File: config.mk
export PLATFORM = sky130hd
export DESIGN_NAME = damage_region_hit_test_top
export DESIGN_NICKNAME = d
export VERILOG_FILES = /design/src/hdl/drht_pkg.sv /design/src/hdl/drht_ram.sv /design/src/hdl/drht_dp.sv /design/src/hdl/drht_ctrl.sv /design/src/hdl/damage_region_hit_test_top.sv
export SDC_FILE = /design/constraint.sdc
export NUM_CORES = 2
export LEC_CHECK = 0
export ABC_AREA = 1
export ABC_CLOCK_PERIOD_IN_PS = 19400
export BUFFER_PORTS_ARGS = -buffer_cell sky130_fd_sc_hd__buf_2
export CORE_ASPECT_RATIO = 0.7
export CORE_MARGIN = 1.5
export CORE_UTILIZATION = 35
export CTS_CLUSTER_SIZE = 12
export DETAILED_ROUTE_END_ITERATION = 7
export PLACE_DENSITY = 0.55
export SYNTH_ARGS = -nofsm -noshare
export SYNTH_HDL_FRONTEND = slang
export SYNTH_SLANG_ARGS = --single-unit
File: constraint.sdc
create_clock -name clk_i -period 19.4 [get_ports clk_i]
set_clock_uncertainty 0.1 [all_clocks]
set_input_delay 2.91 -clock clk_i [delete_from_list [all_inputs] [get_ports clk_i]]
set_output_delay 2.91 -clock clk_i [all_outputs]
set_load 0.03 [all_outputs]
File: src/hdl/drht_pkg.sv
// ----------------------------------------------------------------------------
// Damage region hit test package
// Shared constants, operation and status codes, controller/datapath
// interface structs and the one-dimensional overlap function.
// ----------------------------------------------------------------------------
package drht_pkg;

  localparam int unsigned MaxRectsDefault = 16;

  // Operation codes carried on the input tuser.
  localparam logic [1:0] FUNC_ADD   = 2'd0;
  localparam logic [1:0] FUNC_CLEAR = 2'd1;
  localparam logic [1:0] FUNC_QUERY = 2'd2;

  // Status codes of a result word.
  localparam logic [1:0] STATUS_DONE  = 2'd0;
  localparam logic [1:0] STATUS_EMPTY = 2'd1;
  localparam logic [1:0] STATUS_FULL  = 2'd2;

  localparam int unsigned CoordW   = 32;
  localparam int unsigned EntryW   = 4 * CoordW;
  localparam int unsigned InDataW  = 4 * CoordW;
  localparam int unsigned OutDataW = 16;
  localparam int unsigned CountW   = 5;

  // Commands from the controller to the datapath.
  typedef struct packed {
    logic load_item;   // latch the accepted word
    logic apply;       // execute add, clear, an unused code or a query that needs no scan
    logic scan_start;  // reset scan index and hit flag
    logic scan_step;   // read the entry at the scan index, advance index
    logic res_load;    // move the result into the output register
  } drht_cmd_t;

  // Status from the datapath to the controller.
  typedef struct packed {
    logic needs_scan;  // latched word is a query that must walk the list
    logic scan_last;   // scan index points at the last stored entry
  } drht_sts_t;

  // Half-open interval overlap test: a < b + bw and b < a + aw, formed at
  // 34 bits so that neither sum can wrap.
  function automatic logic overlap_1d(input logic signed [CoordW-1:0] a,
                                      input logic        [CoordW-1:0] aw,
                                      input logic signed [CoordW-1:0] b,
                                      input logic        [CoordW-1:0] bw);
    logic signed [CoordW+1:0] a_ext;
    logic signed [CoordW+1:0] b_ext;
    logic signed [CoordW+1:0] a_end;
    logic signed [CoordW+1:0] b_end;
    a_ext = (CoordW+2)'(a);
    b_ext = (CoordW+2)'(b);
    a_end = a_ext + $signed({2'b00, aw});
    b_end = b_ext + $signed({2'b00, bw});
    return (a_ext < b_end) && (b_ext < a_end);
  endfunction

endpackage

File: src/hdl/drht_ram.sv
// ----------------------------------------------------------------------------
// Generic simple dual-port RAM
// One write port and one read port with registered read data.
// ----------------------------------------------------------------------------
module drht_ram #(
  parameter int unsigned Width = 8,
  parameter int unsigned Depth = 16,
  localparam int unsigned AddrW = (Depth > 1) ? $clog2(Depth) : 1
) (
  input  logic             clk_i,
  input  logic             we_i,
  input  logic [AddrW-1:0] waddr_i,
  input  logic [Width-1:0] wdata_i,
  input  logic             re_i,
  input  logic [AddrW-1:0] raddr_i,
  output logic [Width-1:0] rdata_o
);

  logic [Width-1:0] mem_q [Depth];
  logic [Width-1:0] rdata_q;

  always_ff @(posedge clk_i) begin
    if (we_i) begin
      mem_q[waddr_i] <= wdata_i;
    end
    if (re_i) begin
      rdata_q <= mem_q[raddr_i];
    end
  end

  assign rdata_o = rdata_q;

endmodule

File: src/hdl/drht_dp.sv
// ----------------------------------------------------------------------------
// Damage region datapath
// Holds the accepted word, the rectangle store, fill count, overflow mark,
// the scan index and hit flag, and the output payload register.
// ----------------------------------------------------------------------------
module drht_dp import drht_pkg::*; #(
  parameter int unsigned MAX_RECTS = MaxRectsDefault
) (
  input  logic                clk_i,
  input  logic                rst_ni,
  input  drht_cmd_t           cmd_i,
  output drht_sts_t           sts_o,
  input  logic [InDataW-1:0]  item_data_i,
  input  logic [1:0]          item_func_i,
  output logic [OutDataW-1:0] res_data_o
);

  localparam int unsigned CntW = $clog2(MAX_RECTS + 1);
  localparam int unsigned IdxW = (MAX_RECTS > 1) ? $clog2(MAX_RECTS) : 1;

  logic [1:0]               func_q;
  logic signed [CoordW-1:0] x_q;
  logic signed [CoordW-1:0] y_q;
  logic [CoordW-1:0]        w_q;
  logic [CoordW-1:0]        h_q;
  logic [CntW-1:0]          count_q, count_d;
  logic                     ovf_q, ovf_d;
  logic [CntW-1:0]          idx_q, idx_d;
  logic                     rd_valid_q;
  logic [1:0]               status_q, status_d;
  logic                     hit_q, hit_d;
  logic [OutDataW-1:0]      res_q;

  logic                     empty_rect;
  logic                     full;
  logic                     ram_we;
  logic [EntryW-1:0]        ram_rdata;
  logic signed [CoordW-1:0] e_x;
  logic signed [CoordW-1:0] e_y;
  logic [CoordW-1:0]        e_w;
  logic [CoordW-1:0]        e_h;
  logic                     entry_hit;

  assign empty_rect = (w_q == '0) || (h_q == '0);
  assign full       = (count_q == CntW'(MAX_RECTS));

  assign sts_o.needs_scan = (func_q == FUNC_QUERY) && !empty_rect && !ovf_q
                            && (count_q != '0);
  assign sts_o.scan_last  = ((idx_q + CntW'(1)) == count_q);

  assign ram_we = cmd_i.apply && (func_q == FUNC_ADD) && !empty_rect && !full;

  drht_ram #(
    .Width (EntryW),
    .Depth (MAX_RECTS)
  ) u_ram (
    .clk_i   (clk_i),
    .we_i    (ram_we),
    .waddr_i (count_q[IdxW-1:0]),
    .wdata_i ({h_q, w_q, y_q, x_q}),
    .re_i    (cmd_i.scan_step),
    .raddr_i (idx_q[IdxW-1:0]),
    .rdata_o (ram_rdata)
  );

  assign e_x = ram_rdata[CoordW-1:0];
  assign e_y = ram_rdata[2*CoordW-1:CoordW];
  assign e_w = ram_rdata[3*CoordW-1:2*CoordW];
  assign e_h = ram_rdata[4*CoordW-1:3*CoordW];

  assign entry_hit = overlap_1d(e_x, e_w, x_q, w_q) && overlap_1d(e_y, e_h, y_q, h_q);

  always_comb begin
    count_d  = count_q;
    ovf_d    = ovf_q;
    idx_d    = idx_q;
    status_d = status_q;
    hit_d    = hit_q;
    if (cmd_i.apply) begin
      status_d = STATUS_DONE;
      hit_d    = 1'b0;
      case (func_q)
        FUNC_ADD: begin
          if (empty_rect) begin
            status_d = STATUS_EMPTY;
          end else if (full) begin
            status_d = STATUS_FULL;
            ovf_d    = 1'b1;
          end else begin
            count_d = count_q + CntW'(1);
          end
        end
        FUNC_CLEAR: begin
          count_d = '0;
          ovf_d   = 1'b0;
        end
        FUNC_QUERY: begin
          // A non-empty query after an overflow hits without a scan.
          hit_d = !empty_rect && ovf_q;
        end
        default: begin
          status_d = STATUS_DONE;
        end
      endcase
    end
    if (cmd_i.scan_start) begin
      status_d = STATUS_DONE;
      hit_d    = 1'b0;
      idx_d    = '0;
    end
    if (cmd_i.scan_step) begin
      idx_d = idx_q + CntW'(1);
    end
    if (rd_valid_q && entry_hit) begin
      hit_d = 1'b1;
    end
  end

  always_ff @(posedge clk_i or negedge rst_ni) begin
    if (!rst_ni) begin
      count_q    <= '0;
      ovf_q      <= 1'b0;
      rd_valid_q <= 1'b0;
    end else begin
      count_q    <= count_d;
      ovf_q      <= ovf_d;
      rd_valid_q <= cmd_i.scan_step;
    end
  end

  always_ff @(posedge clk_i) begin
    if (cmd_i.load_item) begin
      func_q <= item_func_i;
      x_q    <= item_data_i[CoordW-1:0];
      y_q    <= item_data_i[2*CoordW-1:CoordW];
      w_q    <= item_data_i[3*CoordW-1:2*CoordW];
      h_q    <= item_data_i[4*CoordW-1:3*CoordW];
    end
    idx_q    <= idx_d;
    status_q <= status_d;
    hit_q    <= hit_d;
    if (cmd_i.res_load) begin
      res_q <= {(OutDataW-CountW-4)'(0), CountW'(count_q), (count_q == '0),
                hit_q, status_q};
    end
  end

  assign res_data_o = res_q;

  a_count_bounded: assert property (@(posedge clk_i) disable iff (!rst_ni)
    count_q <= CntW'(MAX_RECTS))
    else $error("fill count beyond store depth");

  a_ovf_only_when_full: assert property (@(posedge clk_i) disable iff (!rst_ni)
    ovf_q |-> full)
    else $error("overflow mark set while store not full");

  a_no_write_when_full: assert property (@(posedge clk_i) disable iff (!rst_ni)
    ram_we |-> !full)
    else $error("store written while full");

endmodule

File: src/hdl/drht_ctrl.sv
// ----------------------------------------------------------------------------
// Damage region controller
// Sequences accept, execute, list scan and result hand-off, and owns the
// input ready and output valid of the stream channels.
// ----------------------------------------------------------------------------
module drht_ctrl import drht_pkg::*; (
  input  logic      clk_i,
  input  logic      rst_ni,
  input  logic      in_valid_i,
  output logic      in_ready_o,
  output logic      out_valid_o,
  input  logic      out_ready_i,
  input  drht_sts_t sts_i,
  output drht_cmd_t cmd_o
);

  typedef enum logic [4:0] {
    S_IDLE   = 5'b00001,
    S_EXEC   = 5'b00010,
    S_SCAN   = 5'b00100,
    S_DRAIN  = 5'b01000,
    S_FINISH = 5'b10000
  } state_e;

  state_e state_q, state_d;
  logic   out_valid_q, out_valid_d;
  logic   out_free;

  assign out_free = !out_valid_q || out_ready_i;

  always_comb begin
    state_d = state_q;
    cmd_o   = '0;
    case (state_q)
      S_IDLE: begin
        if (in_valid_i) begin
          cmd_o.load_item = 1'b1;
          state_d         = S_EXEC;
        end
      end
      S_EXEC: begin
        if (sts_i.needs_scan) begin
          cmd_o.scan_start = 1'b1;
          state_d          = S_SCAN;
        end else begin
          cmd_o.apply = 1'b1;
          state_d     = S_FINISH;
        end
      end
      S_SCAN: begin
        cmd_o.scan_step = 1'b1;
        if (sts_i.scan_last) begin
          state_d = S_DRAIN;
        end
      end
      S_DRAIN: begin
        // The compare of the last entry read lands here.
        state_d = S_FINISH;
      end
      S_FINISH: begin
        if (out_free) begin
          cmd_o.res_load = 1'b1;
          state_d        = S_IDLE;
        end
      end
      default: begin
        state_d = S_IDLE;
      end
    endcase
  end

  always_comb begin
    out_valid_d = out_valid_q;
    if (out_ready_i) begin
      out_valid_d = 1'b0;
    end
    if (cmd_o.res_load) begin
      out_valid_d = 1'b1;
    end
  end

  always_ff @(posedge clk_i or negedge rst_ni) begin
    if (!rst_ni) begin
      state_q     <= S_IDLE;
      out_valid_q <= 1'b0;
    end else begin
      state_q     <= state_d;
      out_valid_q <= out_valid_d;
    end
  end

  assign in_ready_o  = (state_q == S_IDLE);
  assign out_valid_o = out_valid_q;

  a_scan_follows_start: assert property (@(posedge clk_i) disable iff (!rst_ni)
    cmd_o.scan_start |=> (state_q == S_SCAN))
    else $error("scan did not follow scan start");

  a_result_overwrite: assert property (@(posedge clk_i) disable iff (!rst_ni)
    cmd_o.res_load |-> (!out_valid_q || out_ready_i))
    else $error("result register overwritten before it was taken");

endmodule

File: src/hdl/damage_region_hit_test_top.sv
// ----------------------------------------------------------------------------
// Damage region hit test, top level
// Keeps a bounded list of damage rectangles and answers overlap queries.
//
// Input channel s_axis: one word per operation; tuser carries the operation
// (add, clear, query), tdata the rectangle x, y, width, height.
// Output channel m_axis: one word per operation with status, hit, region
// empty flag and entry count.
// Add, clear, an unused operation and a query that needs no scan (empty
// query, overflow set or empty list) pass through execute and finish; a
// query that walks the list reads one stored entry per cycle through the
// registered read port of the rectangle RAM, then drains and finishes.
// The next word is accepted in the cycle after the result is loaded.
// A finished result waits in the output register while the next word is
// accepted and worked on; it stalls only when a second result is ready
// before the first has been taken.
// Reset empties the list and clears the overflow mark; no clearing pass.
// ----------------------------------------------------------------------------
module damage_region_hit_test_top import drht_pkg::*; #(
  parameter int unsigned MAX_RECTS = MaxRectsDefault
) (
  input  logic                clk_i,
  input  logic                rst_ni,
  input  logic                s_axis_tvalid,
  output logic                s_axis_tready,
  // [31:0] rect_x, [63:32] rect_y, [95:64] rect_width, [127:96] rect_height
  input  logic [InDataW-1:0]  s_axis_tdata,
  // [1:0] func
  input  logic [1:0]          s_axis_tuser,
  output logic                m_axis_tvalid,
  input  logic                m_axis_tready,
  // [1:0] status, [2] hit, [3] region_empty, [8:4] entry_count, [15:9] zero
  output logic [OutDataW-1:0] m_axis_tdata
);

  drht_cmd_t cmd;
  drht_sts_t sts;

  drht_ctrl u_ctrl (
    .clk_i       (clk_i),
    .rst_ni      (rst_ni),
    .in_valid_i  (s_axis_tvalid),
    .in_ready_o  (s_axis_tready),
    .out_valid_o (m_axis_tvalid),
    .out_ready_i (m_axis_tready),
    .sts_i       (sts),
    .cmd_o       (cmd)
  );

  drht_dp #(
    .MAX_RECTS (MAX_RECTS)
  ) u_dp (
    .clk_i       (clk_i),
    .rst_ni      (rst_ni),
    .cmd_i       (cmd),
    .sts_o       (sts),
    .item_data_i (s_axis_tdata),
    .item_func_i (s_axis_tuser),
    .res_data_o  (m_axis_tdata)
  );

endmodule

==> results by stage <==
Global routing:
- The number of global-route vias before repair came to roughly 62000.
- The aggregate global routing overflow is 0.
- The maximum number of pins on one net before global-route repair is between 150 and 200.
- For this run, the total global-route usage over all layers was measured as 0.217.
- The initial antenna violation count was 27.
- The first global-routing pass estimated ~450000 um of wire.

CTS:
- Counting every sink on the clock net gives ~2300.
- CTS built an H-tree with a depth of 4.
- The deepest clock path buffer count is 4.
- TritonCTS built the clock tree.
- Once the clock tree was built, the resizer swapped 0 gates to a different size.
- In this run the post-CTS setup repair buffer count came out at 0.
- The clock-pin slew on the worst setup and hold paths is 0.06 ns.
- After clock tree synthesis, the flow added hold-fix buffers numbering 0.
- For the worst-skew pair, the clock arrives at the later sink with an insertion delay of 0.92 ns.
- Clock tree synthesis selected as its root buffer the cell sky130_fd_sc_hd__clkbuf_16.
- The TritonCTS buffer count is 231.

Detailed routing:
- The routed length per instance is about 27 um.
- The routed layout has 65578 vias.
- For this block, the routed nets add up to between 300000 and 400000 um of wire.
- The violation count after the first detailed-routing iteration is 8879.
- The first detailed-routing pass took 6 iterations.
- The number of DRC violations after detailed routing is 0.
- The detailed-route vias per instance is about 5.7.
- The detail route stage leaves a number of antenna-violating nets equal to 0.

Power and ir drop:
- The worst ir drop on vdd is between 0.00008 and 0.00009 V.
- The completed layout was analyzed and its total power is 12.0 mW.
- The analysis attributes to cell leakage a power of 36.2 nW.
- For this design the ratio of total power to cell area is approximately 110 nW/um2.

Synth:
- After synthesis, the cell types taking the most area are sky130_fd_sc_hd__edfxtp_1, sky130_fd_sc_hd__o21ai_0, sky130_fd_sc_hd__a21oi_1.
- The share of the synthesized area in the top cell type is 0.710.
- The dominant synthesized flop cell is sky130_fd_sc_hd__edfxtp_1.
- The post-synthesis cell type with the largest combined area is sky130_fd_sc_hd__edfxtp_1.
- The share of synthesized registers carrying an async set or reset is 0.00557.
- Yosys printed 0 warnings.
- By instance count, the leading cell after synthesis is sky130_fd_sc_hd__edfxtp_1.
- In the synthesized netlist, the cells that appear most often are sky130_fd_sc_hd__edfxtp_1, sky130_fd_sc_hd__o21ai_0, sky130_fd_sc_hd__nor2_1, sky130_fd_sc_hd__nand2_1, sky130_fd_sc_hd__a21oi_1.
- The count of mapped cells out of synthesis is ~7700.
- The flop and latch count out of synthesis is approximately 2300.
- The number of enable flip-flop cells after synthesis is 2320.
- The post-synthesis cell area is between 90000 and 100000 um2.
- The mean cell area of the mapped netlist is 12.8 um2.
- The number of distinct library cells after synthesis is 51.
- The share of the Yosys chip area taken by registers is 0.714.

Setup path:
- The logic depth of the worst register-to-register path is 12.
- The critical path goes through nor2_1 > nand2_1 > nor2_1 > nand2_1 > nor2_1 > nor2_2 > nand4_2 > nand4_4 > nor3_2 > buf_4 > buf_4 > buf_4.
- Of all nets on the critical path, the largest fanout is 40.
- The worst register-to-register path begins at u_dp.w_q[25].
- The worst endpoint data arrival time is ~6.5 ns.
- Data on the critical path is required at its endpoint by between 15 and 20 ns.
- The critical path is of the flip-flop to flip-flop type.
- The worst setup slack for register-to-register paths is approximately 13 ns.
- The kind of end point of the critical path is a flip-flop.
- The largest single stage delay on the critical path is roughly 0.84 ns.
- For this design, the slowest cell found on the critical path is sky130_fd_sc_hd__buf_4.
- In this run the critical register-to-register path is captured at u_dp.u_ram.mem_q[10][78].
- The worst setup path is launched from a flip-flop.

Placement:
- The number of buffer cells added on primary ports is about 140.
- The final weighted congestion in routability-driven placement is approximately 0.97.
- Summed over all nets, the half-perimeter wirelength after detailed placement is approximately 180000 um.

Timing:
- The fmax is around 160 MHz.
- The slew at the pin closest to its max-slew limit is approximately 1.2 ns.
- Setup violations remaining at the end of the flow were counted as 0.
- The final count of hold timing violations is 0.
- The number of slew-limit violations in the final report is 0.
- Setup repair after global routing left no endpoint under its margin.
- After routing, the total negative slack on setup checks comes to 0 ns.
- In this run the tightest slew margin relative to its limit is 0.187.
- The final cycle utilization of the critical path is 0.316.
- Counting I/O delays and the setup requirement, the final critical path takes 6.12 ns.

Floorplanning:
- For this design the top-level I/O count stands at 152.
- The y dimension of the die is approximately 450 um.
- For this configuration, the core starts out at a cell density of 0.352.
- Measured along the x axis, the die boundary spans between 600 and 700 um.
- The region available for standard cell placement spans ~280000 um2.
- The floorplan step defined a die boundary enclosing about 280000 um2.
- Row generation in the floorplan step produced 162 rows.

Finish:
- The final layout contains roughly 8000 nets.
- The number of fill cells in the layout is approximately 26000.
- The layout-stage area growth over the synthesis result is 11.7%.
- In the final layout, the share of cells above drive strength 1 is 0.0753.

Job:
- Max-cap violations in this run came to 0.

Outcome:
- The run finished with clean final reports.

Min path:
- In this run the most critical hold path is launched from u_dp.status_q[0].
- The hold path depth is 0.
- The capture endpoint of the worst hold path is u_dp.res_data_o[0].
- The kind of path behind the tightest hold check is flip-flop to flip-flop.
==> sequential cells by signal, indices dropped and copies added (netlist names), 9 cells and up <==
register            count
u_dp.h_q               32
u_dp.res_data_o         9
u_dp.u_ram.mem_q     2048
u_dp.u_ram.rdata_o    128
u_dp.w_q               32
u_dp.x_q               32
u_dp.y_q               32
==> kinds of logic after synthesis <==
group | count (synthesis) | share of synthesized area
compound gates | 2344 | 0.135
xor+xnor | 100 | 0.00892
fa+ha+maj | 273 | 0.0351
buf+inv | 686 | 0.0293
flops | 2336 | 0.714
other cells | 1 | 0.0000382
simple gates | 1929 | 0.0777
==> area by class of cell <==
| cell class | instances | area (um2) | area share |
|---|---|---|---|
| antenna | 4 | 10.0 | 0.0000913 |
| clock buffer | 295 | 6080 | 0.0555 |
| clock inverter | 33 | 295 | 0.00269 |
| inverter | 279 | 1080 | 0.00989 |
| multi-input combinational | 4653 | 25400 | 0.232 |
| sequential | 2336 | 70100 | 0.639 |
| tap | 3690 | 4620 | 0.0421 |
| timing repair buffer | 294 | 2080 | 0.0190 |
==> worst max-delay path, delay by kind of cell (launching register included) <==
kind | cells | cell delay [ns]
buf+inv | 3 | 2.28
flops | 1 | 0.63
simple gates | 9 | 2.57
==> report_power, final <==
group	internal [mW]	switching, mW
logic	0.517	1.29
clock network	2.21	1.85
registers	5.90	0.223
total	8.62	3.36
==> per-layer routing <==
metal,share of wire,global-route usage,vias up
met2,0.44,0.327,3142
li1,-,-,28834
met5,0.00010,0,-
met1,0.45,0.328,33233
met3,0.091,0.0384,363
met4,0.019,0.0432,6
==> layout by cell type, fill, tap and decap left out, types with 19 or more instances in the layout <==
cell type and n:
sky130_fd_sc_hd__nand3_1 57, sky130_fd_sc_hd__inv_1 274, sky130_fd_sc_hd__buf_12 19, sky130_fd_sc_hd__nor3_1 35, sky130_fd_sc_hd__clkbuf_16 233, sky130_fd_sc_hd__edfxtp_1 2320
sky130_fd_sc_hd__a21oi_1 718, sky130_fd_sc_hd__xnor2_1 59, sky130_fd_sc_hd__buf_4 131, sky130_fd_sc_hd__xor2_1 41, sky130_fd_sc_hd__o221ai_1 260, sky130_fd_sc_hd__ha_1 269
sky130_fd_sc_hd__clkbuf_1 60, sky130_fd_sc_hd__nand4_1 28, sky130_fd_sc_hd__buf_2 144, sky130_fd_sc_hd__nand2_1 807, sky130_fd_sc_hd__nor2_1 944, sky130_fd_sc_hd__o21ai_0 952
sky130_fd_sc_hd__a21o_1 27, sky130_fd_sc_hd__o21ai_1 57, sky130_fd_sc_hd__o22ai_1 258
==> how the worst max path moves through the flow <==
| stage | startpoint | to | slack [ns] | cells past startpoint |
|---|---|---|---|---|
| floorplan | u_dp.h_q[30] | u_dp.u_ram.mem_q[3][0] | 8.41 | 10 |
| global placement | u_dp.w_q[25] | u_dp.u_ram.mem_q[10][26] | 13.49 | 12 |
| detailed placement | u_dp.w_q[25] | u_dp.u_ram.mem_q[10][27] | 13.38 | 12 |
| CTS | u_dp.w_q[25] | u_dp.u_ram.mem_q[10][29] | 13.34 | 12 |
| global route | u_dp.w_q[25] | u_dp.u_ram.mem_q[10][20] | 13.19 | 12 |
| finish | u_dp.w_q[25] | u_dp.u_ram.mem_q[10][78] | 13.28 | 12 |
==> through the flow <==
step	instances	utilization	area [um2]	worst slack, ns	hold WS [ns]
after CTS	11580	0.393	110000	13.34	0.363
after global placement	11252	0.370	103000	13.49	0.350
final	11584	0.393	110000	13.28	0.362
after floorplan	7675	-	98200	8.41	0.309
after global routing	11581	0.393	110000	13.19	0.383
after detailed placement	11252	0.370	103000	13.38	0.338
Power figures use the tool's default switching activity.
